===== src/hdl/ntse_pkg.sv =====
// Shared types, constants and tables for the note tone synthesiser.
// Used by every module of the block but the divider; depends on nothing else.
package ntse_pkg;

  // Default widths of the phase accumulator and the sine index
  localparam int PHASE_BITS_DEF      = 32;
  localparam int SINE_INDEX_BITS_DEF = 10;

  localparam int SPB_W      = 14;
  localparam logic [SPB_W-1:0] SPB_RESET = 14'd4000;
  localparam int LEN_W      = 16;
  localparam int STEP_W     = 32;
  localparam int FRONT_DIV_W = 24;
  localparam int BACK_DIV_W  = 32;
  localparam int QUEUE_DEPTH = 4;

  // Pitch codes with a special meaning
  localparam logic [7:0] PITCH_SKIP = 8'd32;
  localparam logic [7:0] PITCH_REST = 8'd95;
  localparam logic [7:0] PITCH_NUL  = 8'd0;

  // Wave polynomial and amplitude constants
  localparam logic [30:0] HORNER_INIT = 31'd172272;
  localparam logic [15:0] AMP_NUM     = 16'd56896;
  localparam logic [31:0] AMP_BIAS    = 32'd2684354560;
  localparam logic [15:0] DIV5_RECIP  = 16'd52429;

  typedef enum logic {
    CMD_LOAD = 1'b0,
    CMD_TICK = 1'b1
  } cmd_e;

  // One classified transaction on its way from front to back
  typedef struct packed {
    cmd_e              cmd;
    logic              skip;
    logic              voiced;
    logic [STEP_W-1:0] step;
    logic [LEN_W-1:0]  sus_len;
    logic [LEN_W-1:0]  rel_len;
  } item_t;

  // Note length in 24ths of a beat
  function automatic logic [6:0] beat_24ths(input logic [7:0] code);
    logic [6:0] r;
    case (code)
      8'd87:   r = 7'd96;  // W
      8'd72:   r = 7'd72;  // H
      8'd104:  r = 7'd48;  // h
      8'd81:   r = 7'd36;  // Q
      8'd84:   r = 7'd32;  // T
      8'd113:  r = 7'd24;  // q
      8'd69:   r = 7'd18;  // E
      8'd116:  r = 7'd16;  // t
      8'd101:  r = 7'd12;  // e
      8'd83:   r = 7'd9;   // S
      8'd117:  r = 7'd8;   // u
      8'd115:  r = 7'd6;   // s
      8'd118:  r = 7'd4;   // v
      8'd32:   r = 7'd0;   // space
      default: r = 7'd24;
    endcase
    return r;
  endfunction

  // Phase step of each semitone above middle C at full 32-bit scale
  function automatic logic [27:0] semitone_step(input logic [3:0] k);
    logic [27:0] r;
    case (k)
      4'd0:    r = 28'd140459156;
      4'd1:    r = 28'd148811292;
      4'd2:    r = 28'd157660072;
      4'd3:    r = 28'd167035027;
      4'd4:    r = 28'd176967447;
      4'd5:    r = 28'd187490479;
      4'd6:    r = 28'd198639243;
      4'd7:    r = 28'd210450947;
      4'd8:    r = 28'd222965011;
      4'd9:    r = 28'd236223201;
      4'd10:   r = 28'd250269763;
      4'd11:   r = 28'd265151578;
      default: r = 28'd0;
    endcase
    return r;
  endfunction

  // Horner coefficients of the sine polynomial, highest order first
  function automatic logic [30:0] horner_coef(input logic [1:0] i);
    logic [30:0] r;
    case (i)
      2'd0:    r = 31'd5026995;
      2'd1:    r = 31'd85569306;
      2'd2:    r = 31'd693598668;
      default: r = 31'd1686629713;
    endcase
    return r;
  endfunction

endpackage


===== src/hdl/ntse_fifo.sv =====
// Short queue of classified transactions between front and back.
// Depends on ntse_pkg.
module ntse_fifo #(
  parameter int DEPTH = ntse_pkg::QUEUE_DEPTH
) (
  input  logic            clk_i,
  input  logic            rst_ni,
  input  logic            push_i,
  input  ntse_pkg::item_t push_item_i,
  output logic            full_o,
  input  logic            pop_i,
  output ntse_pkg::item_t pop_item_o,
  output logic            empty_o
);

  localparam int AW = (DEPTH > 1) ? $clog2(DEPTH) : 1;
  localparam int CW = $clog2(DEPTH + 1);

  ntse_pkg::item_t slot_q [DEPTH];
  logic [AW-1:0]   wr_q, rd_q;
  logic [CW-1:0]   cnt_q;

  assign full_o     = (cnt_q == CW'(DEPTH));
  assign empty_o    = (cnt_q == '0);
  assign pop_item_o = slot_q[rd_q];

  // Advance pointers and fill count
  always_ff @(posedge clk_i or negedge rst_ni) begin
    if (!rst_ni) begin
      wr_q  <= '0;
      rd_q  <= '0;
      cnt_q <= '0;
    end else begin
      if (push_i) begin
        wr_q <= (wr_q == AW'(DEPTH - 1)) ? '0 : wr_q + 1'b1;
      end
      if (pop_i) begin
        rd_q <= (rd_q == AW'(DEPTH - 1)) ? '0 : rd_q + 1'b1;
      end
      if (push_i && !pop_i) begin
        cnt_q <= cnt_q + 1'b1;
      end else if (pop_i && !push_i) begin
        cnt_q <= cnt_q - 1'b1;
      end
    end
  end

  always_ff @(posedge clk_i) begin
    if (push_i) begin
      slot_q[wr_q] <= push_item_i;
    end
  end

endmodule


===== config.mk =====
export PLATFORM = sky130hd
export DESIGN_NAME = ntse_fifo
export DESIGN_NICKNAME = d
export VERILOG_FILES = /design/src/hdl/ntse_pkg.sv /design/src/hdl/ntse_fifo.sv
export SDC_FILE = /design/constraint.sdc
export NUM_CORES = 1
export LEC_CHECK = 0
export BUFFER_PORTS_ARGS = -buffer_cell sky130_fd_sc_hd__clkbuf_2
export CAP_MARGIN = 10
export CORE_MARGIN = 2
export CORE_UTILIZATION = 47
export DETAILED_ROUTE_END_ITERATION = 8
export PLACE_DENSITY = 0.7
export SLEW_MARGIN = 20
export SYNTH_ARGS = -nofsm -noshare
export SYNTH_HDL_FRONTEND = slang
export SYNTH_SLANG_ARGS = --single-unit

===== constraint.sdc =====
create_clock -name clk_i -period 2.4 [get_ports clk_i]
set_input_delay 0.12 -clock clk_i [delete_from_list [all_inputs] [get_ports clk_i]]
set_output_delay 0.12 -clock clk_i [all_outputs]
set_load 0.05 [all_outputs]

Word level (Yosys, flattened, before mapping)
Memories as Yosys holds them, arrays and structs flattened. Cells that the tools add are included.

$add $sub $neg: 4. Equality and inequality tests: 3. Multiplexer cells: 6. Reductions and logical operators: 6.

Operators with widths (count): 2-to-1 mux 3 bit (2); adder 2 x 1 -> 2 bit (second input constant) (2); == test 2 bit (second input constant) (2); 2-to-1 mux 2 bit (2); adder 3 x 1 -> 3 bit (second input constant) (1); == test 3 bit (second input constant) (1); zero test 3 bit (1); subtractor 3 x 1 -> 3 bit (second input constant) (1); logical AND 1 bit (2); zero test 1 bit (2); 2-to-1 mux 1 bit (2); nonzero test 2 bit (1).

Bits in registers: 7. Bits in writable memories: 268. Word-level logic and storage cells: 23. Memories kept: 1.

Memory list: slot_q (words 4, bits a word 67, read ports 1, clocked after Yosys merged registers in 0, write ports 1, RTL line ntse_fifo.sv:19) `ntse_pkg::item_t slot_q [DEPTH];`.

Depth between registers and ports, before layout
Depth after elaboration: 4. Gate-level depth with buffers: 7.

Worst setup path after synthesis
Ideal clock, no wire load.

Path type: flip-flop to flip-flop. Start point: reg wr_q[0]. End point: mem slot_q[0][0] (netlist bit) (enable). Library setup time: 432 ps. Arrival: 2196 ps. Data required time: 1968 ps. Slack: -228 ps. Cell stages (with the launch flop): 4. Path buffers: 0. Cell sequence: dfrtp_1 > inv_1 > ha_1 > and2_1.

RTL lines: start, declared (RTL line ntse_fifo.sv:20) `logic [AW-1:0] wr_q, rd_q;`; start signal, assigned (RTL line ntse_fifo.sv:35) `wr_q <= (wr_q == AW'(DEPTH - 1)) ? '0 : wr_q + 1'b1;`; end, declared (RTL line ntse_fifo.sv:19).

Straight into the memory's write port.

==> qor.txt <==
DP Worst Slack: 0.631 ns
Clock power frac: 0.256
DRT Wirelength: 18600 um
vias in the first global route: 5297
CTS Buf Count: 28
std cell rows: 53
fin crit period: 2.26 ns
clock skew: 0.00447 ns
NetSw: 0.00631 W
status: finished, final reports clean
Core Footprint: 21000 um^2
fin nets: 705
Crit. End Element: output port
postcts setup bufs: 0
peak per-stage delay on the critical path: 0.59 ns
Detail Route Antenna Nets: 0
largest net degree at the start of global routing: 46
sequential share of the synthesized area: 0.815
area delta synth->final: 28.0%
Seq pwr share: 0.370
number of max-cap violations: 0
Root Buffer: clkbuf_16
Final setup violation count: 0
Max IR drop VDD: 0.789 mV
reg-to-reg slack, setup: 0.67 ns
flops & latches, synth: 275
critical path arrival: 2.14 ns
sw frac: 0.367
met2 wire length: 9760 um
Least-Margin Pin Slew: 0.441 ns
Reg clk slew, reported paths: 0.06 ns
Power Total: 0.0172 W
Static Leakage: 4.54 nW
gr usage total: 0.165
gpl congestion: 0.679
CTS tree: built
Critical-path top delay cell: mux4_2
dpl cells: 801
average cell area after synthesis: 26.0 um^2
Max FO, Critical Path: 40
placed cell area: 11200 um^2
syn_nets: 466
CTS H-tree lvls: 1
Pre-antenna DRT Iters: 4
final hold viol count: 0
DR WL met3: 802 um
number of DRC markers in iteration 0: 206
Initial Util: 0.480
post-DR wirelength/cell: 20.2 um
port bufs: 139
Worst-Skew Late Latency: 0.52 ns
critical path's top delay family: multiplexers
Crit path required time: 2.28 ns
crit path cell chain: buf_12 > mux4_2 > clkbuf_2
Vias/cell: 5.18
io pins: 140
initial antenna violation count: 0
uppermost layer routed: met4
wire length on met1: 7760 um
clock sink count: 275
Setup WS post-layout: 0.140 ns
die width: 151 um
ANT cells: 0
fmax: 442 MHz
grt ovf: 0
RSZ-0062 raised after global routing: no
Worst slew margin: 0.706
worst path bufs/invs: 2
Die Height: 151 um
final setup TNS: 0 ns
number of synthesis warnings: 0
path type of the worst min-delay path: input port to flop
global-route wire length before repair: 28300 um
die area: 22700 um^2
Cell variety after synth: 20
Final period util: 0.942
final instance area: 12900 um^2
Slew Limit Fails: 0
Via Count: 4789
Cells after Synth: 388
Comb pwr share: 0.374
layout cells sized above 1: 0.422
Cell Area, Synth: 10100 um^2
final std cells w/o fill: 924
DRC viols: 0
internal power: 0.0109 W
Longest Clk Path Bufs: 3
PwrDens: 1330 nW/um^2
Startpoint Class: flop
WS Path Type: flop to output port
## layout make-up
type	instances	area [um^2]
fill	1461	8100
tap	275	344
sequential	275	8230
timing repair buffer	225	1620
inverter	4	15.0
multi-input combinational	93	1740
clock inverter	11	140
clock buffer	41	831
## Yosys cell counts (all sizes together)
library cell	n	area share
mux2	3	0.0033
dfrtp	7	0.017
nand2	2	0.00074
edfxtp	268	0.80
fa	1	0.0020
nor2	3	0.0011
inv	4	0.0015
mux4	67	0.15
nor3	1	0.00050
and2	4	0.0025
nor3b	1	0.00074
o21ai	2	0.00099
xor2	2	0.0017
clkbuf	3	0.0011
ha	6	0.0074
buf	13	0.011
xnor2	1	0.00087
## path summary, 6_finish.rpt
| path | from | end | depth (start not counted) |
|---|---|---|---|
| worst max register to register | wr_q[0]$_DFFE_PN0P_ | slot_q[0][11]$_DFFE_PP_ | 4 |
| worst min register to register | cnt_q[2]$_DFFE_PN0P_ | cnt_q[2]$_DFFE_PN0P_ | 1 |
| min in group asynchronous | rst_ni | cnt_q[1]$_DFFE_PN0P_ | 3 |
| worst max-delay path | rd_q[0]$_DFFE_PN0P_ | pop_item_o[56] | 3 |
| worst min-delay path | push_item_i[14] | slot_q[3][14]$_DFFE_PP_ | 2 |
| max in group asynchronous | rst_ni | rd_q[1]$_DFFE_PN0P_ | 3 |
## routing by layer
layer / up-vias / track usage
met4: 0 / 0.0410
met1: 2493 / 0.211
met2: 120 / 0.293
met5: - / 0
met3: 33 / 0.0297
li1: 2143 / -
## timing repair
| item | CTS | global route |
|---|---|---|
| endpoints found under the hold margin | 279 | 0 |
| hold buffers | 71 | 0 |
| resized for setup | 0 | 0 |
## cell usage in the layout, fill, tap and decap left out, types with 3 or more instances in the layout
cell / instances
buf_12: 8
clkbuf_8: 6
dlygate4sd3_1: 71
clkbuf_2: 139
nor2_1: 3
inv_1: 4
mux4_2: 67
edfxtp_1: 268
mux2_2: 3
bufinv_16: 3
clkbuf_16: 29
ha_1: 6
buf_4: 7
clkbuf_1: 6
and2_4: 4
dfrtp_1: 5
## registers in the layout (all words and copies together), names as in the netlist
signal	count
rd_q	2
slot_q	268
cnt_q	3
wr_q	2
## power by group through the flow
stage,sequential (W),combinational (W),clock [W]
floorplan,0.00640,0.00507,0
global placement,0.00642,0.00639,0
detailed placement,0.00648,0.00646,0
CTS,0.00638,0.00657,0.00452
global route,0.00644,0.00679,0.00468
finish,0.00637,0.00644,0.00441
## cells by family after synthesis
group,synth area share
DFF,0.815
and+or+nand+nor,0.00558
buffers and inverters,0.0139
xor gates and xnor gates,0.00260
muxes,0.153
adders and majority gates,0.00942
AOI/OAI and AO/OA,0.000992
## through the flow
| step | util | hold WS (ns) |
|---|---|---|
| 6_report | 0.615 | 0.361 |
| 3_5_place_dp | 0.535 | -0.0225 |
| 5_1_grt | 0.615 | 0.361 |
| 4_1_cts | 0.615 | 0.338 |
| 2_1_floorplan | - | -0.176 |
| 3_3_place_gp | 0.535 | -0.0305 |
## worst reg2reg max path, stage by stage (launching register included)
cell     delay, ns
dfrtp_1       0.41
inv_1         0.11
ha_1          0.17
and2_4        0.42
buf_4         0.31
Note: power is estimated with default switching activity, not from simulation.
