$ cat config.mk
export PLATFORM = sky130hd
export DESIGN_NAME = ntse_back
export DESIGN_NICKNAME = d
export VERILOG_FILES = /design/src/hdl/ntse_pkg.sv /design/src/hdl/ntse_div.sv /design/src/hdl/ntse_back.sv
export SDC_FILE = /design/constraint.sdc
export NUM_CORES = 2
export LEC_CHECK = 0
export BUFFER_PORTS_ARGS = -buffer_cell sky130_fd_sc_hd__buf_2
export CAP_MARGIN = 0
export CORE_UTILIZATION = 54
export DETAILED_ROUTE_END_ITERATION = 16
export PLACE_DENSITY = 0.7
export SKIP_CTS_REPAIR_TIMING = 1
export SLEW_MARGIN = 20
export SYNTH_ARGS = -nofsm -noshare
export SYNTH_HDL_FRONTEND = slang
export SYNTH_HIERARCHICAL = 1
export SYNTH_SLANG_ARGS = --single-unit
$ cat constraint.sdc
create_clock -name clk_i -period 15.45 [get_ports clk_i]
set_clock_uncertainty 0.1 [all_clocks]
set_input_delay 0.7725 -clock clk_i [delete_from_list [all_inputs] [get_ports clk_i]]
set_output_delay 0.7725 -clock clk_i [all_outputs]
set_load 0.02 [all_outputs]
$ cat src/hdl/ntse_pkg.sv
// Shared types, constants and tables for the note tone synthesiser.
// Used by every module of the block but the divider; depends on nothing else.
package ntse_pkg;

  // Default widths of the phase accumulator and the sine index
  localparam int PHASE_BITS_DEF      = 32;
  localparam int SINE_INDEX_BITS_DEF = 10;

  localparam int SPB_W      = 14;
  localparam logic [SPB_W-1:0] SPB_RESET = 14'd4000;
  localparam int LEN_W      = 16;
  localparam int STEP_W     = 32;
  localparam int FRONT_DIV_W = 24;
  localparam int BACK_DIV_W  = 32;
  localparam int QUEUE_DEPTH = 4;

  // Pitch codes with a special meaning
  localparam logic [7:0] PITCH_SKIP = 8'd32;
  localparam logic [7:0] PITCH_REST = 8'd95;
  localparam logic [7:0] PITCH_NUL  = 8'd0;

  // Wave polynomial and amplitude constants
  localparam logic [30:0] HORNER_INIT = 31'd172272;
  localparam logic [15:0] AMP_NUM     = 16'd56896;
  localparam logic [31:0] AMP_BIAS    = 32'd2684354560;
  localparam logic [15:0] DIV5_RECIP  = 16'd52429;

  typedef enum logic {
    CMD_LOAD = 1'b0,
    CMD_TICK = 1'b1
  } cmd_e;

  // One classified transaction on its way from front to back
  typedef struct packed {
    cmd_e              cmd;
    logic              skip;
    logic              voiced;
    logic [STEP_W-1:0] step;
    logic [LEN_W-1:0]  sus_len;
    logic [LEN_W-1:0]  rel_len;
  } item_t;

  // Note length in 24ths of a beat
  function automatic logic [6:0] beat_24ths(input logic [7:0] code);
    logic [6:0] r;
    case (code)
      8'd87:   r = 7'd96;  // W
      8'd72:   r = 7'd72;  // H
      8'd104:  r = 7'd48;  // h
      8'd81:   r = 7'd36;  // Q
      8'd84:   r = 7'd32;  // T
      8'd113:  r = 7'd24;  // q
      8'd69:   r = 7'd18;  // E
      8'd116:  r = 7'd16;  // t
      8'd101:  r = 7'd12;  // e
      8'd83:   r = 7'd9;   // S
      8'd117:  r = 7'd8;   // u
      8'd115:  r = 7'd6;   // s
      8'd118:  r = 7'd4;   // v
      8'd32:   r = 7'd0;   // space
      default: r = 7'd24;
    endcase
    return r;
  endfunction

  // Phase step of each semitone above middle C at full 32-bit scale
  function automatic logic [27:0] semitone_step(input logic [3:0] k);
    logic [27:0] r;
    case (k)
      4'd0:    r = 28'd140459156;
      4'd1:    r = 28'd148811292;
      4'd2:    r = 28'd157660072;
      4'd3:    r = 28'd167035027;
      4'd4:    r = 28'd176967447;
      4'd5:    r = 28'd187490479;
      4'd6:    r = 28'd198639243;
      4'd7:    r = 28'd210450947;
      4'd8:    r = 28'd222965011;
      4'd9:    r = 28'd236223201;
      4'd10:   r = 28'd250269763;
      4'd11:   r = 28'd265151578;
      default: r = 28'd0;
    endcase
    return r;
  endfunction

  // Horner coefficients of the sine polynomial, highest order first
  function automatic logic [30:0] horner_coef(input logic [1:0] i);
    logic [30:0] r;
    case (i)
      2'd0:    r = 31'd5026995;
      2'd1:    r = 31'd85569306;
      2'd2:    r = 31'd693598668;
      default: r = 31'd1686629713;
    endcase
    return r;
  endfunction

endpackage

$ cat src/hdl/ntse_div.sv
// Iterative restoring divider, one quotient bit per cycle.
// Depends on nothing; used by the back part.
module ntse_div #(
  parameter int W = 24
) (
  input  logic         clk_i,
  input  logic         rst_ni,
  input  logic         start_i,
  input  logic [W-1:0] dividend_i,
  input  logic [W-1:0] divisor_i,
  output logic         done_o,
  output logic [W-1:0] quotient_o,
  output logic [W-1:0] remainder_o
);

  localparam int CW = $clog2(W + 1);

  logic [W-1:0]  quo_q, quo_d, rem_q, rem_d, dvs_q;
  logic [CW-1:0] cnt_q, cnt_d;
  logic          busy_q, busy_d, done_q, done_d;
  logic [W:0]    trial;
  logic          ge;

  // Shift one dividend bit into the partial remainder and try a subtract
  always_comb begin
    trial = {rem_q, quo_q[W-1]};
    ge    = trial >= {1'b0, dvs_q};
    quo_d = quo_q;
    rem_d = rem_q;
    cnt_d = cnt_q;
    busy_d = busy_q;
    done_d = 1'b0;
    if (start_i) begin
      quo_d  = dividend_i;
      rem_d  = '0;
      cnt_d  = CW'(W);
      busy_d = 1'b1;
    end else if (busy_q) begin
      quo_d = {quo_q[W-2:0], ge};
      rem_d = ge ? W'(trial - {1'b0, dvs_q}) : trial[W-1:0];
      cnt_d = cnt_q - 1'b1;
      if (cnt_q == CW'(1)) begin
        busy_d = 1'b0;
        done_d = 1'b1;
      end
    end
  end

  always_ff @(posedge clk_i or negedge rst_ni) begin
    if (!rst_ni) begin
      busy_q <= 1'b0;
      done_q <= 1'b0;
      cnt_q  <= '0;
    end else begin
      busy_q <= busy_d;
      done_q <= done_d;
      cnt_q  <= cnt_d;
    end
  end

  // Hold operands and partial results
  always_ff @(posedge clk_i) begin
    quo_q <= quo_d;
    rem_q <= rem_d;
    if (start_i) begin
      dvs_q <= divisor_i;
    end
  end

  assign done_o      = done_q;
  assign quotient_o  = quo_q;
  assign remainder_o = rem_q;

endmodule

$ cat src/hdl/ntse_back.sv
// Back part: holds note state, evaluates the sine and envelope, drives results.
// Depends on ntse_pkg and ntse_div.
module ntse_back #(
  parameter int PHASE_BITS      = ntse_pkg::PHASE_BITS_DEF,
  parameter int SINE_INDEX_BITS = ntse_pkg::SINE_INDEX_BITS_DEF
) (
  input  logic            clk_i,
  input  logic            rst_ni,
  output logic            pop_o,
  input  ntse_pkg::item_t pop_item_i,
  input  logic            empty_i,
  output logic            out_valid_o,
  input  logic            out_stall_i,
  output logic [7:0]      sample_o,
  output logic            note_last_o,
  output logic            idle_o
);

  localparam int PB = PHASE_BITS;
  localparam int SI = SINE_INDEX_BITS;
  localparam int QB = SI - 2;
  localparam int LW = ntse_pkg::LEN_W;
  localparam int DW = ntse_pkg::BACK_DIV_W;

  typedef enum logic [8:0] {
    B_IDLE  = 9'b000000001,
    B_SQ    = 9'b000000010,
    B_HORN  = 9'b000000100,
    B_SIN   = 9'b000001000,
    B_AMP   = 9'b000010000,
    B_DIV5  = 9'b000100000,
    B_SCALE = 9'b001000000,
    B_DIV   = 9'b010000000,
    B_OUT   = 9'b100000000
  } bstate_e;

  bstate_e state_q, state_d;

  // Note state
  logic [PB-1:0] phase_q, step_q;
  logic [LW-1:0] pos_q, sus_q, rel_q;
  logic          voiced_q, playing_q;

  // Per-sample working registers
  logic [16:0] x_q, x2_q;
  logic [30:0] t_q;
  logic [15:0] amp_q;
  logic [13:0] mag_q;
  logic [1:0]  hcnt_q;
  logic        neg_q, last_q, idle_res_q;
  logic [7:0]  res_q;

  // Output register
  logic       out_valid_q;
  logic [7:0] sample_q;
  logic       note_last_q, idle_q;

  logic [SI-1:0] idx;
  logic [1:0]    quad;
  logic [QB:0]   ufold;
  logic [16:0]   x;
  logic [33:0]   xsq;
  logic [47:0]   hprod, hdiff, sprod, aprod;
  logic [33:0]   d5prod;
  logic [LW-1:0] n_rel, left;
  logic          in_sustain, out_load, tick_pop;
  logic          div_start, div_done;
  logic [DW-1:0] div_dividend, div_divisor, div_quo, div_rem;

  // Fold the phase into a quarter turn
  always_comb begin
    idx   = phase_q[PB-1 -: SI];
    quad  = idx[SI-1:SI-2];
    ufold = quad[0] ? ((QB+1)'(1) << QB) - (QB+1)'(idx[QB-1:0])
                    : (QB+1)'(idx[QB-1:0]);
    x     = 17'(ufold) << (16 - QB);
    xsq   = 34'(x) * 34'(x);
  end

  // Datapath products, one multiply per state
  always_comb begin
    hprod  = 48'(t_q) * 48'(x2_q);
    hdiff  = 48'(ntse_pkg::horner_coef(hcnt_q)) - (hprod >> 16);
    sprod  = (48'(t_q) * 48'(x_q)) >> 16;
    aprod  = 48'(t_q) * 48'(ntse_pkg::AMP_NUM) + 48'(ntse_pkg::AMP_BIAS);
    d5prod = 34'(amp_q) * 34'(ntse_pkg::DIV5_RECIP);
  end

  // Release envelope operands
  always_comb begin
    in_sustain   = (pos_q < sus_q) || (rel_q == '0);
    n_rel        = pos_q - sus_q;
    left         = (n_rel < rel_q) ? rel_q - n_rel : '0;
    div_start    = (state_q == B_SCALE) && !in_sustain;
    div_dividend = DW'(mag_q) * DW'(left);
    div_divisor  = DW'({rel_q, 8'd0});
  end

  ntse_div #(.W(DW)) u_div (
    .clk_i       (clk_i),
    .rst_ni      (rst_ni),
    .start_i     (div_start),
    .dividend_i  (div_dividend),
    .divisor_i   (div_divisor),
    .done_o      (div_done),
    .quotient_o  (div_quo),
    .remainder_o (div_rem)
  );

  assign pop_o    = (state_q == B_IDLE) && !empty_i;
  assign tick_pop = pop_o && (pop_item_i.cmd == ntse_pkg::CMD_TICK);
  assign out_load = (state_q == B_OUT) && (!out_valid_q || !out_stall_i);

  // Sequence one tick through the wave and envelope
  always_comb begin
    state_d = state_q;
    case (state_q)
      B_IDLE: begin
        if (tick_pop) begin
          state_d = (playing_q && voiced_q) ? B_SQ : B_OUT;
        end
      end
      B_SQ:    state_d = B_HORN;
      B_HORN:  if (hcnt_q == 2'd3) state_d = B_SIN;
      B_SIN:   state_d = B_AMP;
      B_AMP:   state_d = B_DIV5;
      B_DIV5:  state_d = B_SCALE;
      B_SCALE: state_d = in_sustain ? B_OUT : B_DIV;
      B_DIV:   if (div_done) state_d = B_OUT;
      B_OUT:   if (out_load) state_d = B_IDLE;
      default: state_d = B_IDLE;
    endcase
  end

  // Hold note state: loads replace it, delivered ticks advance it
  always_ff @(posedge clk_i or negedge rst_ni) begin
    if (!rst_ni) begin
      state_q     <= B_IDLE;
      phase_q     <= '0;
      step_q      <= '0;
      pos_q       <= '0;
      sus_q       <= '0;
      rel_q       <= '0;
      voiced_q    <= 1'b0;
      playing_q   <= 1'b0;
      out_valid_q <= 1'b0;
    end else begin
      state_q <= state_d;
      if (pop_o && (pop_item_i.cmd == ntse_pkg::CMD_LOAD)) begin
        phase_q <= '0;
        pos_q   <= '0;
        if (pop_item_i.skip) begin
          playing_q <= 1'b0;
          voiced_q  <= 1'b0;
          step_q    <= '0;
          sus_q     <= '0;
          rel_q     <= '0;
        end else begin
          playing_q <= 1'b1;
          voiced_q  <= pop_item_i.voiced;
          step_q    <= pop_item_i.step[PB-1:0];
          sus_q     <= pop_item_i.sus_len;
          rel_q     <= pop_item_i.rel_len;
        end
      end
      if (out_load && !idle_res_q) begin
        if (voiced_q) begin
          phase_q <= phase_q + step_q;
        end
        pos_q <= pos_q + 1'b1;
        if (last_q) begin
          playing_q <= 1'b0;
        end
      end
      if (out_load) begin
        out_valid_q <= 1'b1;
      end else if (!out_stall_i) begin
        out_valid_q <= 1'b0;
      end
    end
  end

  // Working registers of the sample computation
  always_ff @(posedge clk_i) begin
    case (state_q)
      B_IDLE: begin
        if (tick_pop) begin
          idle_res_q <= !playing_q;
          last_q     <= playing_q && ((17'(pos_q) + 17'd1) >= (17'(sus_q) + 17'(rel_q)));
          neg_q      <= 1'b0;
          res_q      <= '0;
        end
      end
      B_SQ: begin
        x_q    <= x;
        x2_q   <= xsq[32:16];
        neg_q  <= quad[1];
        t_q    <= ntse_pkg::HORNER_INIT;
        hcnt_q <= '0;
      end
      B_HORN: begin
        t_q    <= hdiff[30:0];
        hcnt_q <= hcnt_q + 1'b1;
      end
      B_SIN:   t_q   <= sprod[30:0];
      B_AMP:   amp_q <= aprod[45:30];
      B_DIV5:  mag_q <= d5prod[31:18];
      B_SCALE: if (in_sustain) res_q <= 8'(mag_q >> 8);
      B_DIV:   if (div_done) res_q <= div_quo[7:0];
      default: begin
      end
    endcase
    if (out_load) begin
      sample_q    <= neg_q ? 8'(-res_q) : res_q;
      note_last_q <= last_q;
      idle_q      <= idle_res_q;
    end
  end

  assign out_valid_o = out_valid_q;
  assign sample_o    = sample_q;
  assign note_last_o = note_last_q;
  assign idle_o      = idle_q;

endmodule
* After elaboration in Yosys (flattened, before gate mapping)
Index checks and enable logic that the tools add are counted.
** Operators by class
- Add/sub/neg operators :: 13
- Multipliers :: 6
- Div/mod/pow operators :: 0
- Magnitude comparators :: 4
- Equal/unequal tests :: 19
- Shift-type cells :: 0
- Muxes and demuxes :: 45
- Bitwise operators :: 1
- Reduce and logical (&&, ||, !) cells :: 28
** Operators with widths (count)
- $pmux W31 S3 :: 2
- $mux W32 :: 5
- $pmux W9 S9 :: 1
- $mux W16 :: 5
- $mux W9 :: 7
- $mux W30 :: 2
- $mul A31 B17 Y47 :: 1
- $add A46 B32 Y46 const B :: 1
- $mul A31 B10 Y40 const B :: 1
- $mul A31 B9 Y39 :: 1
- $ge A33 B24 Y1 :: 1
- $add A32 B32 Y32 :: 1
- $lt A16 B16 Y1 :: 2
- $mul A16 B16 Y32 const B :: 1
- $mux W8 :: 4
- $sub A16 B16 Y16 :: 2
- $sub A32 B24 Y32 :: 1
- $sub A31 B31 Y31 :: 1
- $mul A14 B16 Y30 :: 1
- $pmux W8 S3 :: 1
- $add A16 B1 Y17 const B :: 1
- $add A16 B16 Y17 :: 1
- $ge A17 B17 Y1 :: 1
- $mul A9 B9 Y17 :: 1
- other kinds (33) :: 71
** Word-level totals
- Flip-flop bits (word level) :: 322
- Latch bits :: 0
- Memory bits (writable) :: 0
- Bits in read-only memories :: 0
- Input bits :: 71
- Output and inout port bits :: 12
- Memories :: 0

* Logic depth before layout (Yosys ltp)
- Depth in word-level cells :: 6
- Mapped depth :: 53
- Depth with buffers taken out :: 50

* By module
Netlist, hierarchy kept.
** Modules (own cells, without submodules)
- ntse_back :: instances 1, cells an instance 6050, area each 55976.2 sq um
- ntse_div :: instances 1, cells an instance 567, area each 5984.5 sq um

* Least setup slack after synthesis
OpenSTA, ideal clock, no wires.
- Path kind :: reg2reg
- Start point :: register pos_q[0]
- End point :: register u_div.quo_q[28] (netlist: u_div/quotient_o[28]), data pin
- Arrival time :: 10258 ps
- Required time :: 15090 ps
- Slack :: 4832 ps
- Stages on the path, launching flop included :: 51
- Buffers on the path :: 3
- Clock period less this slack :: 10618 ps
- Path through :: dfrtp_1 > inv_1 > ha_1 > inv_1 > fa_1 > a21o_1 > a21oi_1 > o21ai_0 > a21oi_1 > o21ai_0 > a21oi_1 > nor2b_1 > o21a_1 > o41a_1 > a21o_1 > a21oi_1 > xor2_1 > ha_1 > [... 15 more ...] > inv_1 > fa_1 > inv_1 > ha_1 > clkbuf_1 > a21oi_1 > nor2_1 > o21a_1 > a311oi_1 > o21ai_0 > o41a_1 > a211oi_1 > o31ai_1 > o21ai_0 > nand2b_1 > a21oi_1 > xnor2_1 > mux2_2
** On the way
- Longest elaborated chain between the ends :: 5
** Ends and longest elaborated chain
- start, declared :: line ntse_back.sv:41 : logic [LW-1:0] pos_q, sus_q, rel_q;
- start signal, assigned :: line ntse_back.sv:170 : pos_q <= pos_q + 1'b1;
- $sub A16 B16 Y16 * :: line ntse_back.sv:92 : n_rel = pos_q - sus_q;
- $sub A16 B16 Y16 / $lt A16 B16 Y1 (equally long branches) :: line ntse_back.sv:93 : left = (n_rel < rel_q) ? rel_q - n_rel : '0;
- $mux W16 * :: line ntse_back.sv:93
- $mul A14 B16 Y30 * :: line ntse_back.sv:95 : div_dividend = DW'(mag_q) * DW'(left);
- named net div_dividend[28] :: line ntse_back.sv:68 : logic [DW-1:0] div_dividend, div_divisor, div_quo, div_rem;
- $mux W30 * :: line ntse_div.sv:33 : if (start_i) begin
- named net u_div.quo_d[28] :: line ntse_div.sv:18 : logic [W-1:0] quo_q, quo_d, rem_q, rem_d, dvs_q;
- end signal, assigned :: line ntse_div.sv:63 : quo_q <= quo_d;
- end, declared :: line ntse_div.sv:18
Mark *: on every way through the listed nets, which the timed path passes. The rest lies on a longest branch.
A chain may end at the register's enable or synchronous reset.

* Worst setup path in the final report
- Start point :: register pos_q[0]
- End point :: register u_div.quo_q[29] (netlist: u_div/quotient_o[29]), data pin
The elaborated chain is that of the path after synthesis.

==> tab_implementation.tex <==
\begin{tabular}{lr}
\hline
Metric & Value \\
\hline
\multicolumn{2}{l}{\textbf{Final layout}} \\
Ratio of cells with drive above 1 in the final layout & 5.06\% \\
Final standard cell count with taps included and fillers excluded & 8140 \\
Post-layout utilization of the core & 57.9\% \\
Area growth from synthesis to layout & 5.69\% \\
Fill cell total of the finished layout & 9917 \\
Final-stage net count & 8438 \\
\multicolumn{2}{l}{\textbf{Global route}} \\
Global-route wire length before repair & 252000 um \\
GRT Total Usage & 26.9\% \\
Number of global-route vias before repair & 48400 \\
Initial antenna violation count & 2 \\
Aggregate global routing overflow & 0 \\
Pin count of the biggest net entering global routing & 72 \\
\multicolumn{2}{l}{\textbf{Placement}} \\
Quantity of I/O buffers inserted on ports & 82 \\
Placer's final routability congestion estimate & 0.906 \\
Cells after DPL & 8063 \\
Worst slack, placed & 3.32 ns \\
Detailed-placement wirelength estimate & 117000 um \\
\multicolumn{2}{l}{\textbf{Routing}} \\
Ratio of routed vias to standard cells & 5.56 \\
1st-iter DRT viols & 2673 \\
Drt pass-1 iters & 5 \\
Residual DRC count & 0 \\
Detailed-route wire length & 150000 um \\
Via count & 45300 \\
Wire per inst & 18.5 um \\
Antenna-violating nets left & 0 \\
\multicolumn{2}{l}{\textbf{Clock network}} \\
Number of CTS-inserted buffers & 41 \\
Longest Clk Path Bufs & 3 \\
Sinks on the clock net & 336 \\
Clock tree root buffer cell & clkbuf\_16 \\
Depth of the CTS H-tree & 2 \\
CTS tree & built \\
Clk pin slew, worst setup/hold paths & 0.06 ns \\
Worst skew pair latency & 0.61 ns \\
\multicolumn{2}{l}{\textbf{Critical path}} \\
Critical Path Start Type & flop \\
Buf+Inv Stages, Crit Path & 6 \\
Worst EP required & 15.70 ns \\
Kind of capture point of the worst setup path & flop \\
Critical Path Max Stage Delay & 0.66 ns \\
Peak fanout along the critical path & 51 \\
Arrival time reported for the critical path endpoint & 12.55 ns \\
Cell depth of the worst flop-to-flop path & 47 \\
Setup CP Type & flop to flop \\
Standard cell with the maximum stage delay on the critical path & a41oi\_4 \\
Worst path most repeated cell & fa\_1 \\
Crit path depth & 47 \\
Family with the most delay on the worst path & compound AO/OA/AOI/OAI gates \\
\multicolumn{2}{l}{\textbf{Yosys}} \\
Share of the yosys chip area belonging to registers & 14.7\% \\
Number of enable-type register cells in the synthesized netlist & 172 \\
Flip-flop and latch count after synthesis & 336 \\
Unique masters post-synth & 103 \\
Post-synth ARST share & 39.3\% \\
Cell area after synthesis & 62000 um\^{}2 \\
Cell count after synthesis & 6617 \\
Main flop type after synthesis & edfxtp\_1 \\
Mean cell area of the mapped netlist & 9.36 um\^{}2 \\
Number of warning messages in the yosys log & 6 \\
\multicolumn{2}{l}{\textbf{Timing}} \\
Endpoints failing hold & 0 \\
Headroom to the max-slew limit & 28.1\% \\
Transition time at the pin with the least slew margin & 1.08 ns \\
Setup repair after global routing missed its margin & no \\
Setup violators final & 0 \\
Final critical-path setup slack & 3.16 ns \\
Slew Limit Fails & 0 \\
Minimum clock period & 12.29 ns \\
Fin Setup TNS & 0 ns \\
Ratio of final minimum period to clock period & 79.6\% \\
Max frequency & 0.0813 GHz \\
\multicolumn{2}{l}{\textbf{Run}} \\
Number of max-cap violations & 0 \\
\multicolumn{2}{l}{\textbf{Die}} \\
Die footprint & 116000 um\^{}2 \\
Initial core utilization & 54.8\% \\
Die H & 341 um \\
Placeable core region & 113000 um\^{}2 \\
Ports & 83 \\
Die outline width & 341 um \\
Std cell rows & 123 \\
\multicolumn{2}{l}{\textbf{Worst hold path}} \\
Worst min-delay path class & input pin to asynchronous set/reset pin \\
\multicolumn{2}{l}{\textbf{Outcome}} \\
Result of the run & completed \\
\hline
\end{tabular}
## synthesized netlist by cell type (6+ instances only)
cell,number,share of area (%)
o21a_1,40,0.48
mux2i_1,7,0.11
xor2_1,128,1.8
nand2_1,838,5.1
a211oi_1,40,0.48
a22o_1,10,0.14
dfxtp_1,32,1.0
a31oi_1,22,0.22
dfrtp_1,131,5.3
nor2b_1,51,0.51
nor3_1,51,0.41
a21boi_0,13,0.16
o211ai_1,11,0.13
a21oi_1,212,1.7
nand2b_1,39,0.39
or3_1,17,0.17
fa_1,1029,33
or2_2,12,0.12
ha_1,732,15
a211o_1,6,0.085
and2_1,273,2.8
nand3b_1,69,0.84
nor2_1,228,1.4
inv_1,1253,7.6
xnor2_1,166,2.3
o22ai_1,20,0.20
buf_1,10,0.061
o21bai_1,25,0.30
o31ai_1,17,0.21
mux2_2,37,0.67
o32ai_1,7,0.099
clkbuf_1,229,1.4
edfxtp_1,172,8.3
o21ai_0,162,1.3
nand4_1,23,0.23
nor4_1,16,0.16
a21o_1,87,1.1
nand3_1,130,1.1
and3_1,122,1.2
## path summary, 6_finish.rpt
| check | from | end | slack (ns) |
|---|---|---|---|
| max | pos_q[0]$_DFFE_PN0P_ | u_div/quotient_o[29]$_DFFE_PP_ | 3.16 |
| min | rst_ni | step_q[25]$_DFFE_PN0P_ | 0.09 |
| max reg2reg | pos_q[0]$_DFFE_PN0P_ | u_div/quotient_o[29]$_DFFE_PP_ | 3.16 |
| min reg2reg | step_q[22]$_DFFE_PN0P_ | step_q[22]$_DFFE_PN0P_ | 0.37 |
| max in group asynchronous | rst_ni | u_div/busy_q$_DFF_PN0_ | 13.71 |
| min in group clk_i | pop_item_i[50] | step_q[18]$_DFFE_PN0P_ | 0.29 |
## layout make-up
| type | instances | area, um^2 | area share [%] |
|---|---|---|---|
| flip-flops and latches | 336 | 9110 | 13.9 |
| inverters | 1254 | 4710 | 7.19 |
| clock buffers | 50 | 1100 | 1.68 |
| diodes | 1 | 2.50 | 0.00382 |
| multi-input cells | 4802 | 47300 | 72.3 |
| repair buffers | 171 | 1080 | 1.66 |
| clock inverters | 26 | 283 | 0.432 |
| well taps | 1500 | 1880 | 2.87 |
## state kept, by name, indices dropped and copies added (netlist names), 16 cells and up
name	count
phase_q	32
u_div/remainder_o	32
u_div/quotient_o	32
x2_q	16
t_q	31
rel_q	16
u_div/dvs_q	32
amp_q	16
pos_q	16
sus_q	16
step_q	32
## layout by cell type (no fill, tap or decap), drive strengths merged, types with 20 or more instances in the layout
| master | count |
|---|---|
| a211oi | 44 |
| a21o | 87 |
| a21oi | 213 |
| a31oi | 23 |
| and2 | 276 |
| and3 | 123 |
| buf | 171 |
| clkbuf | 50 |
| conb | 27 |
| dfrtp | 131 |
| dfxtp | 32 |
| edfxtp | 172 |
| fa | 1029 |
| ha | 732 |
| inv | 1255 |
| mux2 | 37 |
| nand2 | 838 |
| nand2b | 39 |
| nand3 | 130 |
| nand3b | 70 |
| nand4 | 23 |
| nor2 | 228 |
| nor2b | 51 |
| nor3 | 52 |
| o21a | 40 |
| o21ai | 170 |
| o21bai | 25 |
| o22ai | 20 |
| xnor2 | 166 |
| xor2 | 129 |
## stage by stage
| stage | hold slack [ns] | instance area (um^2) |
|---|---|---|
| floorplan | 0.326 | 62100 |
| global placement | 0.358 | 64100 |
| detailed placement | 0.364 | 64100 |
| CTS | 0.103 | 65500 |
| global route | 0.134 | 65500 |
| finish | 0.0857 | 65500 |
## per-layer routing
layer | GRT usage, % | part of all wire, % | vias to the layer above
met5 | 0 | 0 | -
met4 | 6.34 | 2.3 | 0
met3 | 3.26 | 6.1 | 195
met2 | 46.0 | 48 | 1232
met1 | 36.6 | 43 | 22900
li1 | - | - | 21000
## cell families (layout without fill, tap and decap cells)
group | count (synthesis) | count (layout) | synth area share [%]
AO/OA/AOI/OAI | 758 | 758 | 8.05
XOR/XNOR | 295 | 295 | 4.20
adder cells (fa/ha/maj) | 1762 | 1762 | 48.0
buffers and inverters | 1504 | 1501 | 9.18
flip-flops | 336 | 336 | 14.7
multiplexers | 44 | 44 | 0.786
other | 2 | 28 | 0.0121
AND/OR/NAND/NOR | 1916 | 1916 | 15.0
Power is not shown: default switching activity piles up to over one toggle a cycle in this logic, so the estimate is an artifact.
