--- config.mk ---
export PLATFORM = sky130hd
export DESIGN_NAME = ntse_front
export DESIGN_NICKNAME = d
export VERILOG_FILES = /design/src/hdl/ntse_pkg.sv /design/src/hdl/ntse_front.sv
export SDC_FILE = /design/constraint.sdc
export NUM_CORES = 1
export LEC_CHECK = 0
export ABC_AREA = 1
export BUFFER_PORTS_ARGS = -buffer_cell sky130_fd_sc_hd__buf_2
export CORE_ASPECT_RATIO = 1.1
export CORE_MARGIN = 2
export CORE_UTILIZATION = 40
export CTS_BUF_LIST = sky130_fd_sc_hd__clkbuf_2 sky130_fd_sc_hd__clkbuf_4 sky130_fd_sc_hd__clkbuf_8
export DETAILED_ROUTE_END_ITERATION = 7
export SYNTH_ARGS = -nofsm -noshare
export SYNTH_HDL_FRONTEND = slang
export SYNTH_SLANG_ARGS = --single-unit
--- constraint.sdc ---
create_clock -name clk_i -period 7.6 [get_ports clk_i]
set_input_delay 0 -clock clk_i [delete_from_list [all_inputs] [get_ports clk_i]]
set_output_delay 0 -clock clk_i [all_outputs]
set_load 0.1 [all_outputs]
--- src/hdl/ntse_pkg.sv ---
// Shared types, constants and tables for the note tone synthesiser.
// Used by every module of the block but the divider; depends on nothing else.
package ntse_pkg;

  // Default widths of the phase accumulator and the sine index
  localparam int PHASE_BITS_DEF      = 32;
  localparam int SINE_INDEX_BITS_DEF = 10;

  localparam int SPB_W      = 14;
  localparam logic [SPB_W-1:0] SPB_RESET = 14'd4000;
  localparam int LEN_W      = 16;
  localparam int STEP_W     = 32;
  localparam int FRONT_DIV_W = 24;
  localparam int BACK_DIV_W  = 32;
  localparam int QUEUE_DEPTH = 4;

  // Pitch codes with a special meaning
  localparam logic [7:0] PITCH_SKIP = 8'd32;
  localparam logic [7:0] PITCH_REST = 8'd95;
  localparam logic [7:0] PITCH_NUL  = 8'd0;

  // Wave polynomial and amplitude constants
  localparam logic [30:0] HORNER_INIT = 31'd172272;
  localparam logic [15:0] AMP_NUM     = 16'd56896;
  localparam logic [31:0] AMP_BIAS    = 32'd2684354560;
  localparam logic [15:0] DIV5_RECIP  = 16'd52429;

  typedef enum logic {
    CMD_LOAD = 1'b0,
    CMD_TICK = 1'b1
  } cmd_e;

  // One classified transaction on its way from front to back
  typedef struct packed {
    cmd_e              cmd;
    logic              skip;
    logic              voiced;
    logic [STEP_W-1:0] step;
    logic [LEN_W-1:0]  sus_len;
    logic [LEN_W-1:0]  rel_len;
  } item_t;

  // Note length in 24ths of a beat
  function automatic logic [6:0] beat_24ths(input logic [7:0] code);
    logic [6:0] r;
    case (code)
      8'd87:   r = 7'd96;  // W
      8'd72:   r = 7'd72;  // H
      8'd104:  r = 7'd48;  // h
      8'd81:   r = 7'd36;  // Q
      8'd84:   r = 7'd32;  // T
      8'd113:  r = 7'd24;  // q
      8'd69:   r = 7'd18;  // E
      8'd116:  r = 7'd16;  // t
      8'd101:  r = 7'd12;  // e
      8'd83:   r = 7'd9;   // S
      8'd117:  r = 7'd8;   // u
      8'd115:  r = 7'd6;   // s
      8'd118:  r = 7'd4;   // v
      8'd32:   r = 7'd0;   // space
      default: r = 7'd24;
    endcase
    return r;
  endfunction

  // Phase step of each semitone above middle C at full 32-bit scale
  function automatic logic [27:0] semitone_step(input logic [3:0] k);
    logic [27:0] r;
    case (k)
      4'd0:    r = 28'd140459156;
      4'd1:    r = 28'd148811292;
      4'd2:    r = 28'd157660072;
      4'd3:    r = 28'd167035027;
      4'd4:    r = 28'd176967447;
      4'd5:    r = 28'd187490479;
      4'd6:    r = 28'd198639243;
      4'd7:    r = 28'd210450947;
      4'd8:    r = 28'd222965011;
      4'd9:    r = 28'd236223201;
      4'd10:   r = 28'd250269763;
      4'd11:   r = 28'd265151578;
      default: r = 28'd0;
    endcase
    return r;
  endfunction

  // Horner coefficients of the sine polynomial, highest order first
  function automatic logic [30:0] horner_coef(input logic [1:0] i);
    logic [30:0] r;
    case (i)
      2'd0:    r = 31'd5026995;
      2'd1:    r = 31'd85569306;
      2'd2:    r = 31'd693598668;
      default: r = 31'd1686629713;
    endcase
    return r;
  endfunction

endpackage

--- src/hdl/ntse_front.sv ---
// Front part: accepts transactions and works out note length, release and step.
// Depends on ntse_pkg.
module ntse_front #(
  parameter int PHASE_BITS = ntse_pkg::PHASE_BITS_DEF
) (
  input  logic                       clk_i,
  input  logic                       rst_ni,
  input  logic [ntse_pkg::SPB_W-1:0] spb_i,
  input  logic                       in_valid_i,
  output logic                       in_stall_o,
  input  logic                       command_i,
  input  logic [7:0]                 pitch_code_i,
  input  logic [7:0]                 duration_code_i,
  input  logic                       staccato_i,
  output logic                       push_o,
  output ntse_pkg::item_t            push_item_o,
  input  logic                       full_i
);

  localparam int PB_OFF = 32 - PHASE_BITS;

  // Reciprocals for the constant divisions by 12 and by 3
  localparam logic [11:0] DIV12_RECIP = 12'd2731;
  localparam logic [17:0] DIV3_RECIP  = 18'd174763;

  typedef enum logic [6:0] {
    F_IDLE = 7'b0000001,
    F_OCT  = 7'b0000010,
    F_MUL  = 7'b0000100,
    F_LEN  = 7'b0001000,
    F_REL  = 7'b0010000,
    F_STEP = 7'b0100000,
    F_PUSH = 7'b1000000
  } fstate_e;

  fstate_e state_q, state_d;

  ntse_pkg::cmd_e                 cmd_q;
  logic [7:0]                     pitch_q, dur_q;
  logic                           stacc_q;
  logic [4:0]                     oct_q, oct_d;
  logic [3:0]                     semi_q, semi_d;
  logic [20:0]                    prod_q;
  logic [ntse_pkg::LEN_W-1:0]     len_q, rel_q, len_d, rel_d;
  logic [ntse_pkg::STEP_W-1:0]    step_q, step_d;

  logic          accept;

  logic [8:0]        pm;
  logic [20:0]       pm_prod;
  logic [17:0]       len_b;
  logic [35:0]       len_prod;
  logic [18:0]       rel_num;
  logic [17:0]       rel_half;
  logic [33:0]       rel_prod;

  logic signed [6:0] shift;
  logic [5:0]        nsh;
  logic [47:0]       base, scaled;

  assign in_stall_o = (state_q != F_IDLE);
  assign accept     = in_valid_i && (state_q == F_IDLE);

  // Split the pitch into octave and semitone by a reciprocal multiply
  always_comb begin
    pm      = 9'(pitch_q) + 9'd8;
    pm_prod = 21'(pm) * 21'(DIV12_RECIP);
    oct_d   = pm_prod[19:15];
    semi_d  = 4'(pm - 9'(oct_d) * 9'd12);
  end

  // Divide the length by 24 (shift right by 3, then divide by 3) and the release by 10
  always_comb begin
    len_b    = 18'((prod_q + 21'd12) >> 3);
    len_prod = 36'(len_b) * 36'(DIV3_RECIP);
    len_d    = len_prod[34:19];
    rel_num  = stacc_q ? ((19'(len_q) << 2) + 19'd5) : (19'(len_q) + 19'd5);
    rel_half = rel_num[18:1];
    rel_prod = 34'(rel_half) * 34'(ntse_pkg::DIV5_RECIP);
    rel_d    = rel_prod[33:18];
  end

  // Scale the semitone step by the octave, rounding halves up on a right shift
  always_comb begin
    shift  = $signed({2'b00, oct_q}) - 7'sd5 - 7'(PB_OFF);
    nsh    = 6'(-shift);
    base   = 48'(ntse_pkg::semitone_step(semi_q));
    if (!shift[6]) begin
      scaled = base << shift[4:0];
    end else begin
      scaled = (base + (48'd1 << (nsh - 6'd1))) >> nsh;
    end
    step_d = ntse_pkg::STEP_W'(scaled[PHASE_BITS-1:0]);
  end

  // Advance the classification sequence
  always_comb begin
    state_d = state_q;
    case (state_q)
      F_IDLE: begin
        if (accept) begin
          state_d = (command_i == ntse_pkg::CMD_LOAD) ? F_OCT : F_PUSH;
        end
      end
      F_OCT:  state_d = F_MUL;
      F_MUL:  state_d = F_LEN;
      F_LEN:  state_d = F_REL;
      F_REL:  state_d = F_STEP;
      F_STEP: state_d = F_PUSH;
      F_PUSH: if (!full_i) state_d = F_IDLE;
      default: state_d = F_IDLE;
    endcase
  end

  always_ff @(posedge clk_i or negedge rst_ni) begin
    if (!rst_ni) begin
      state_q <= F_IDLE;
    end else begin
      state_q <= state_d;
    end
  end

  // Hold the transaction and its worked-out fields
  always_ff @(posedge clk_i) begin
    if (accept) begin
      cmd_q   <= ntse_pkg::cmd_e'(command_i);
      pitch_q <= pitch_code_i;
      dur_q   <= duration_code_i;
      stacc_q <= staccato_i;
    end
    if (state_q == F_OCT) begin
      oct_q  <= oct_d;
      semi_q <= semi_d;
    end
    if (state_q == F_MUL) begin
      prod_q <= 21'(ntse_pkg::beat_24ths(dur_q)) * 21'(spb_i);
    end
    if (state_q == F_LEN) begin
      len_q <= len_d;
    end
    if (state_q == F_REL) begin
      rel_q <= rel_d;
    end
    if (state_q == F_STEP) begin
      step_q <= step_d;
    end
  end

  // Build the queue entry
  always_comb begin
    push_o             = (state_q == F_PUSH) && !full_i;
    push_item_o.cmd    = cmd_q;
    push_item_o.skip   = (pitch_q == ntse_pkg::PITCH_SKIP) || (len_q == '0);
    push_item_o.voiced = !((pitch_q == ntse_pkg::PITCH_REST) || (pitch_q == ntse_pkg::PITCH_NUL));
    push_item_o.step   = push_item_o.voiced ? step_q : '0;
    push_item_o.sus_len = len_q - rel_q;
    push_item_o.rel_len = rel_q;
  end

endmodule

; Word-level counts from Yosys, hierarchy flattened
; Memory sizes are Yosys's and may differ from the RTL's. A register that Yosys moved wholly into a read port is not among the register bits.
; Cells that the tools add are included.
[classes]
addsub = 10
n_mux = 10
shift = 3
reduce_logical = 9
n_mul = 5
eq_ne = 25
[ops]
columns = op, n
row1 = 8-bit by 7-bit equality test with 1-bit output (second input constant), 13
row2 = 7-bit case mux with 13 select lines, 1
row3 = 32-bit two-way mux, 2
row4 = 7-bit case mux with 7 select lines, 1
row5 = 28-bit by 48-bit adder with 48-bit output, 1
row6 = 1-bit by 6-bit left shift with 48-bit output (first input constant), 1
row7 = 48-bit by 6-bit right shift with 32-bit output, 1
row8 = 18-bit by 18-bit multiplier with 35-bit output (second input constant), 1
row9 = 18-bit by 16-bit multiplier with 34-bit output (second input constant), 1
row10 = 28-bit by 5-bit left shift with 32-bit output, 1
row11 = 7-bit two-way mux, 4
row12 = 21-bit by 4-bit adder with 21-bit output (second input constant), 1
row13 = 7-bit by 14-bit multiplier with 21-bit output, 1
row14 = 9-bit by 12-bit multiplier with 20-bit output (second input constant), 1
row15 = 18-bit by 3-bit adder with 19-bit output (second input constant), 1
row16 = 19-bit two-way mux, 1
row17 = 16-bit by 3-bit adder with 17-bit output (second input constant), 1
row18 = 8-bit by 6-bit equality test with 1-bit output (second input constant), 2
row19 = 16-bit logical NOT, 1
row20 = 16-bit subtractor, 1
row21 = 8-bit by 4-bit adder with 9-bit output (second input constant), 1
row22 = 8-bit logical NOT, 1
row23 = 7-bit by 1-bit equality test with 1-bit output (second input constant), 1
row24 = 7-bit by 2-bit equality test with 1-bit output (second input constant), 1
row25 = other kinds (17), 21
[totals]
output_inout_bits = 69
mem_bits_ro = 448
in_bits = 36
regBits = 119
mem_count = 1
[mem_list]
columns = name, words, width, read_ports, rd_ports_with_merged_regs, write_ports, line
row1 = (no name shown), 16, 28, 1, 1, 0, ntse_pkg.sv:69  ; case (k)

; Depth between registers and ports, before layout
; Gate-level depths: netlist of run 1.
[depth]
depth_word = 7
depth_mapped = 45

; Worst setup path after synthesis of run 1
; No wires, ideal clock.
[synth_timing]
kind = register to register
startpoint = register prod_q[2]
endpoint = register len_q[11] (netlist name) (data pin)
path_stages_with_launch = 32
setup_time_ps = 265
t_arrival_ps = 6172
slack_ps = 1163
cell_sequence = edfxtp_1 inv_1 ha_1 or2_1 nor2_1 nand3_1 nor2_1 nand4_1 nor2_1 nand2_1 nor3b_2 xor2_1 inv_1 ha_1 inv_1 fa_1 inv_1 fa_1 inv_1 fa_1 inv_1 fa_1 ha_1 nand2_1 nor2_1 a211oi_1 nand2_1 a21oi_1 o21ai_0 a21oi_1 o21ai_0 xor2_1
[synth_between]
elab_chain_cells = 2
[synth_rtl]
columns = element, line
row1 = from (decl), ntse_front.sv:43  ; logic [20:0] prod_q;
row2 = from (signal assigned), ntse_front.sv:136  ; prod_q <= 21'(ntse_pkg::beat_24ths(dur_q)) * 21'(spb_i);
row3 = 21-bit by 4-bit adder with 21-bit output, ntse_front.sv:74  ; len_b = 18'((prod_q + 21'd12) >> 3);
row4 = 18-bit by 18-bit multiplier with 35-bit output, ntse_front.sv:75  ; len_prod = 36'(len_b) * 36'(DIV3_RECIP);
row5 = net len_prod[30], ntse_front.sv:52  ; logic [35:0] len_prod;
row6 = to (signal assigned), ntse_front.sv:139  ; len_q <= len_d;
row7 = to (decl), ntse_front.sv:44  ; logic [ntse_pkg::LEN_W-1:0] len_q, rel_q, len_d, rel_d;
; The timed path passes the listed nets, and every way through them passes these cells.
; A chain may end at the register's enable or synchronous reset.

; Final worst setup path of run 1
[layout_timing]
startpoint = register prod_q[2]
endpoint = register len_q[10] (netlist name) (data pin)
; Same word-level chain as after synthesis.

==> flow_metrics.py, run 1 <==
metrics = {
    "run_status": {
        "status": "complete, no violations",
    },
    "sta": {
        "slew_violations": 0,
        "slew_headroom_pct": 37.9,
        "tightest_slew_ps": 919,
        "fin_crit_ps": 6920,
        "finalCritPeriodShare_pct": 91.1,
        "max_freq_ghz": 0.144,
        "final_hold_viol_count": 0,
        "setup_ws_ps": 677,
        "skew_ps": 25.8,
        "setup_viol": 0,
        "tns_ps": 0,
        "rsz0062_at_grt": "false",
    },
    "synthesis": {
        "ys.flop_type": "edfxtp_1",
        "synth-seq-area-share_pct": 13.9,
        "yosysWarnings": 0,
        "netlist_instances": 3838,
        "synth-edff-count": 110,
        "synth_nets": 4599,
        "synth_top_area_share_pct": 20.0,
        "yosysTopAreaCell": "fa_1",
        "synth.distinct_cells": 68,
        "netlist_top_cells_count": "inv_1, nand2_1, ha_1",
        "synthTopCellsByArea": "fa_1, ha_1, edfxtp_1, inv_1, nand2_1",
        "avgSynthCellArea_um2": 7.55,
        "synth.most_common_cell": "inv_1",
        "syn-cell-area_um2": 29000,
        "synth-seq-cells": 145,
        "async_flop_share_pct": 4.83,
    },
    "floorplan": {
        "die-width_um": 261,
        "num_rows": 103,
        "dieHeight_um": 286,
        "core_area_um2": 71800,
        "pin_count": 105,
        "dieArea_um2": 74600,
        "start_util_pct": 40.4,
    },
    "global_route": {
        "antenna_found_initial": 0,
        "grt_pass1_wl_um": 129000,
        "grt_pass1_vias": 24400,
        "grt_max_degree": 78,
        "grt_overflow": 0,
        "track_usage_pct": 21.8,
    },
    "worst_setup_path": {
        "critPathMaxStageDelay_ps": 500,
        "setup.worst_path.class": "register to register",
        "worstSetupStartpointType": "register",
        "end_kind": "register",
        "critPathMaxFanout": 5,
        "cp_data_arrival_time_ps": 7210,
        "crit_required_ps": 7890,
        "crit_slowest_cell": "fa_1",
    },
    "final_layout": {
        "drive_above_1_share_pct": 6.24,
        "antennaDiodeCount": 0,
        "nets": 4691,
        "syn_to_final_growth_pct": 7.74,
        "post-route-util_pct": 43.5,
        "final_area_um2": 31200,
    },
    "route": {
        "firstDrtPassIters": 6,
        "drt.antenna.violating_nets": 0,
        "num_vias": 24900,
        "totalWireLength_um": 79800,
        "vias_per_cell": 5.10,
        "drtIter0Drc": 1681,
        "wl_per_cell_um": 16.3,
        "drcViolationCount": 0,
    },
    "job": {
        "drv_cap": 0,
    },
    "place": {
        "dp_hpwl_um": 68400,
        "post_dp_cell_area_um2": 30500,
        "place_ws_ps": 457,
        "gp_congestion": 0.948,
        "port_buffers": 104,
    },
    "cts": {
        "postCtsSetupBuffers": 0,
        "cts_tree": "done",
        "cts-root-buf": "clkbuf_8",
        "clock-sinks": 145,
        "path_clk_slew_ps": 90,
        "cts_buffers": 17,
        "h-tree-depth": 4,
        "cts_buffer_depth": 2,
        "clk_latency_ps": 550,
    },
    "min_path": {
        "hold_class": "primary input to register",
    },
}
==> layout by cell type, fill, tap and decap left out, types with 14 or more instances in the layout <==
master,Yosys,final
clkbuf_8,0,18
nor4_1,18,15
nor2_1,286,281
or2_2,14,14
o21ai_0,198,197
o211ai_1,18,18
fa_1,290,290
xor2_1,85,84
nand3_1,259,259
xnor2_1,32,32
dfxtp_1,28,28
a21oi_1,160,160
edfxtp_1,110,110
a31oi_1,14,14
buf_4,6,34
nor3_1,46,46
nand2_1,724,724
ha_1,435,435
buf_2,24,104
nand4_1,51,51
mux2i_1,25,25
o21ai_1,20,21
dlygate4sd3_1,0,24
inv_1,800,799
==> worst max-delay path, delay by kind of cell, from the launching register on <==
kind                     cells  cell delay [ps]
adder cells (fa/ha/maj)      7             2750
buffers and inverters        6              390
AND/OR/NAND/NOR             15             2270
XOR/XNOR                     2              450
AO/OA/AOI/OAI                2              490
flip-flops                   1              320
==> path summary, 6_finish.rpt <==
check	to	cells after the start	start	slack [ps]
setup / recovery	len_q[10]	32	prod_q[2]	680
setup reg to reg	len_q[10]	32	prod_q[2]	680
min in group asynchronous	state_q[0]	3	rst_ni	520
hold reg to reg	state_q[4]	1	state_q[2]	510
hold / removal	dur_q[4]	2	duration_code_i[4]	150
max in group asynchronous	state_q[3]	4	rst_ni	6330
==> stage by stage <==
stage | hold slack, ps | std cells
6_report | 154 | 4888
5_1_grt | 158 | 4888
4_1_cts | 119 | 4888
3_5_place_dp | -145 | 4832
3_3_place_gp | -144 | 4832
2_1_floorplan | -296 | 3838
==> layout make-up <==
cell class / instances / area, um^2
clock inverter: 10 / 149
multi-input combinational: 2790 / 21500
timing repair buffer: 162 / 1020
tap: 945 / 1180
clock buffer: 22 / 278
fill: 7388 / 40600
sequential: 145 / 4040
inverter: 814 / 3060
==> logic make-up (layout without fill, tap and decap cells) <==
family                     Yosys count  count (layout)  share of synthesized area [%]
xor gates and xnor gates           120             120                           3.74
other                                1               1                         0.0129
adders and majority gates          725             725                           38.8
and+or+nand+nor                   1448            1448                           21.6
muxes                               25              25                          0.864
AOI/OAI and AO/OA                  471             471                           8.96
buffers and inverters              903            1008                           12.0
DFF                                145             145                           13.9
==> state kept, by name, summed over array words and instances, names as in the netlist <==
name and count:
rel_q 16, state_q 7, len_q 16, pitch_q 8, oct_q 5, stacc_q 1, step_q 32, cmd_q 1
prod_q 19, dur_q 8, base 28, semi_q 4
==> timing repair <==
action	CTS	global route
hold buffers	24	0
gates resized for setup	0	2
setup endpoints to repair	0	4
endpoints found under the hold margin	29	0
==> per-layer routing <==
metal / vias to the layer above / routed length, um / GRT usage (%)
met3: 132 / 3820 / 2.22
met4: 0 / 2530 / 7.57
met5: - / 0 / 0
met1: 11600 / 36400 / 29.7
met2: 702 / 37100 / 36.1
li1: 12500 / - / -
Power of run 1 is not shown: default switching activity piles up to over one toggle a cycle in this logic, so the estimate is an artifact.
==> run 2: changes to the inputs <==
- ABC_AREA: 1 -> unset
==> run 2 against run 1 <==
Sequential share of layout area grew 0.42 points. Critical path type unchanged. Count of clock-buffer cells in the layout fell by 5. Area after synthesis down 4.7%. Final cell count down 15%. Clock skew increased by 5.9 ps.
==> flow_metrics.py, run 2 <==
metrics = {
    "run_status": {
        "status": "complete, no violations",
    },
    "worst_setup_path": {
        "crit_required_ps": 7930,
        "reg2reg_to": "rel_q[15]",
        "cp_data_arrival_time_ps": 7540,
        "setup.worst_path.class": "register to register",
        "crit_slowest_cell": "fa_1",
        "cp_num_buf_inv": 6,
        "worstSetupStartpointType": "register",
        "reg2reg_from": "len_q[1]",
        "critPathMaxStageDelay_ps": 540,
        "path_common_cell": "fa_1",
        "r2r_slack_ps": 390,
        "path_depth": 27,
        "end_kind": "register",
        "critPathMaxFanout": 5,
        "reg2reg_depth": 27,
        "cpLargestDelayFamily": "adder cells",
    },
    "floorplan": {
        "core_area_um2": 68600,
        "start_util_pct": 40.2,
        "pin_count": 105,
        "dieHeight_um": 280,
        "dieArea_um2": 71200,
        "die-width_um": 255,
        "num_rows": 101,
    },
    "synthesis": {
        "avgSynthCellArea_um2": 8.93,
        "synth-seq-cells": 145,
        "synth_top_area_share_pct": 21.0,
        "netlist_top_cells_count": "inv_1, ha_1, fa_1",
        "yosysTopAreaCell": "fa_1",
        "synth-edff-count": 110,
        "yosysWarnings": 0,
        "syn-cell-area_um2": 27600,
        "synth-seq-area-share_pct": 14.6,
        "netlist_instances": 3094,
        "synth.distinct_cells": 96,
        "ys.flop_type": "edfxtp_1",
        "synth_nets": 3855,
        "synthTopCellsByArea": "fa_1, ha_1, edfxtp_1, inv_1, nand2_1",
        "synth.most_common_cell": "inv_1",
        "async_flop_share_pct": 4.83,
    },
    "cts": {
        "clk_latency_ps": 560,
        "clock-sinks": 145,
        "cts_buffer_depth": 2,
        "cts-root-buf": "clkbuf_8",
        "cts_tree": "done",
        "path_clk_slew_ps": 120,
        "cts_buffers": 17,
        "h-tree-depth": 4,
    },
    "sta": {
        "finalCritPeriodShare_pct": 94.8,
        "tightest_slew_ps": 956,
        "fin_crit_ps": 7210,
        "slew_violations": 0,
        "setup_viol": 0,
        "max_freq_ghz": 0.139,
        "rsz0062_at_grt": "false",
        "tns_ps": 0,
        "skew_ps": 31.7,
        "slew_headroom_pct": 36.2,
        "final_hold_viol_count": 0,
    },
    "final_layout": {
        "largest_register": "step_q",
        "syn_to_final_growth_pct": 9.45,
        "largest_reg_flops": 32,
        "nets": 3976,
        "final_common_cell": "inv_1",
        "post-route-util_pct": 44.0,
        "drive_above_1_share_pct": 9.45,
        "final_area_um2": 30200,
        "fill_cells": 6758,
        "stdcell_count": 4156,
        "multi_input_area_um2": 21200,
        "seqCellArea_um2": 4040,
        "final_cell_mix": "inv_1, ha_1, fa_1",
    },
    "place": {
        "gp_congestion": 0.995,
        "post_dp_cell_area_um2": 29500,
        "dp_hpwl_um": 62700,
        "port_buffers": 104,
        "place_inst": 4098,
    },
    "global_route": {
        "grt_max_degree": 76,
        "track_usage_pct": 21.3,
        "grt_pass1_wl_um": 118000,
        "grt_pass1_vias": 22000,
        "grt_overflow": 0,
        "antenna_found_initial": 1,
    },
    "route": {
        "totalWireLength_um": 74000,
        "wl_per_cell_um": 17.8,
        "num_vias": 21900,
        "drcViolationCount": 0,
        "vias_per_cell": 5.27,
        "firstDrtPassIters": 5,
        "drtIter0Drc": 1491,
        "drt.antenna.violating_nets": 0,
    },
    "power_and_ir_drop": {
        "p_total_mw": 14.6,
        "powerDensity_nw_per_um2": 483,
        "leakagePower_nw": 14.8,
        "vdd_drop_max_mv": 0.579,
    },
    "min_path": {
        "hp-start": "duration_code_i[7]",
        "hold_class": "primary input to register",
        "min_path_cells": 2,
        "hold_end": "dur_q[7]",
    },
    "job": {
        "drv_cap": 0,
    },
}
-- run 2: cell types whose count changed after synthesis, sizes merged, moves of 24 or more --
cell	before	now
a211oi	4	31
a21o	10	34
a21oi	161	130
and2	2	56
clkbuf	42	82
inv	811	561
nand2	743	233
nand3	266	53
nand4	52	16
nor2	290	201
nor2b	0	55
o21ai	219	104
xnor2	34	93
xor2	86	51
-- run 2: area by class of cell --
cell class / count / area share, %
Multi-Input combinational cell: 2282 / 70.0
Sequential cell: 145 / 13.4
Inverter: 561 / 6.97
Timing Repair Buffer: 208 / 4.50
Tap cell: 927 / 3.84
Clock buffer: 17 / 0.774
Clock inverter: 15 / 0.534
Antenna cell: 1 / 0.00828
-- run 2: cell families after synthesis --
family | synth area share [%]
AOI/OAI and AO/OA | 13.0
xor gates and xnor gates | 4.68
adders and majority gates | 40.7
buffers and inverters | 9.18
DFF | 14.6
muxes | 3.87
other | 0.0136
and+or+nand+nor | 13.9
-- run 2: per-layer routing --
metal  global-route usage [%]  share of wire [%]
met1                     28.0                 44
met2                     36.4                 48
met3                     2.51                4.4
met4                     6.75                2.8
met5                        0                  0
-- run 2: worst reg2reg max path: stages, from the launching register on --
cell and delay [ps]:
edfxtp_1 400, buf_4 170, a21oi_2 210, xnor2_1 210, mux2_2 360, ha_1 350, inv_1 80, fa_1 530
inv_1 70, fa_1 500, fa_1 520, fa_1 540, inv_1 50, fa_1 520, inv_1 40, ha_1 240
nor4_1 270, o21ai_0 170, a21boi_0 300, nor4_2 100, o31ai_1 250, buf_4 160, a21oi_1 110, o211ai_1 210
nand4b_1 140, a21o_1 210, a21o_1 180, xnor2_1 110
-- run 2: how the worst max path moves through the flow --
stage	to	slack [ps]	start
after floorplan	step_q[8]	80	oct_q[0]
after global placement	rel_q[15]	230	len_q[0]
after detailed placement	rel_q[15]	130	len_q[0]
after CTS	rel_q[15]	120	len_q[0]
after global routing	rel_q[15]	2	len_q[1]
final	rel_q[15]	390	len_q[1]
-- run 2: stage by stage --
step / hold WS [ps] / worst slack (ps)
global placement: -151 / 234
detailed placement: -155 / 130
floorplan: -296 / 82.3
CTS: 91.1 / 124
global route: 120 / 1.76
finish: 137 / 395
-- run 2: repair_timing --
item	CTS	global route
hold buffers	24	0
gates resized for setup	0	23
endpoints found under the hold margin	28	0
setup endpoints to repair	0	21
setup buffers	0	1
-- run 2: where the power goes --
group | internal, mW | switching, mW | total, mW
logic | 5.26 | 7.06 | 12.3
clock network | 0.247 | 0.393 | 0.640
registers | 1.42 | 0.207 | 1.63
No activity file was read; power rests on OpenSTA's default activity.
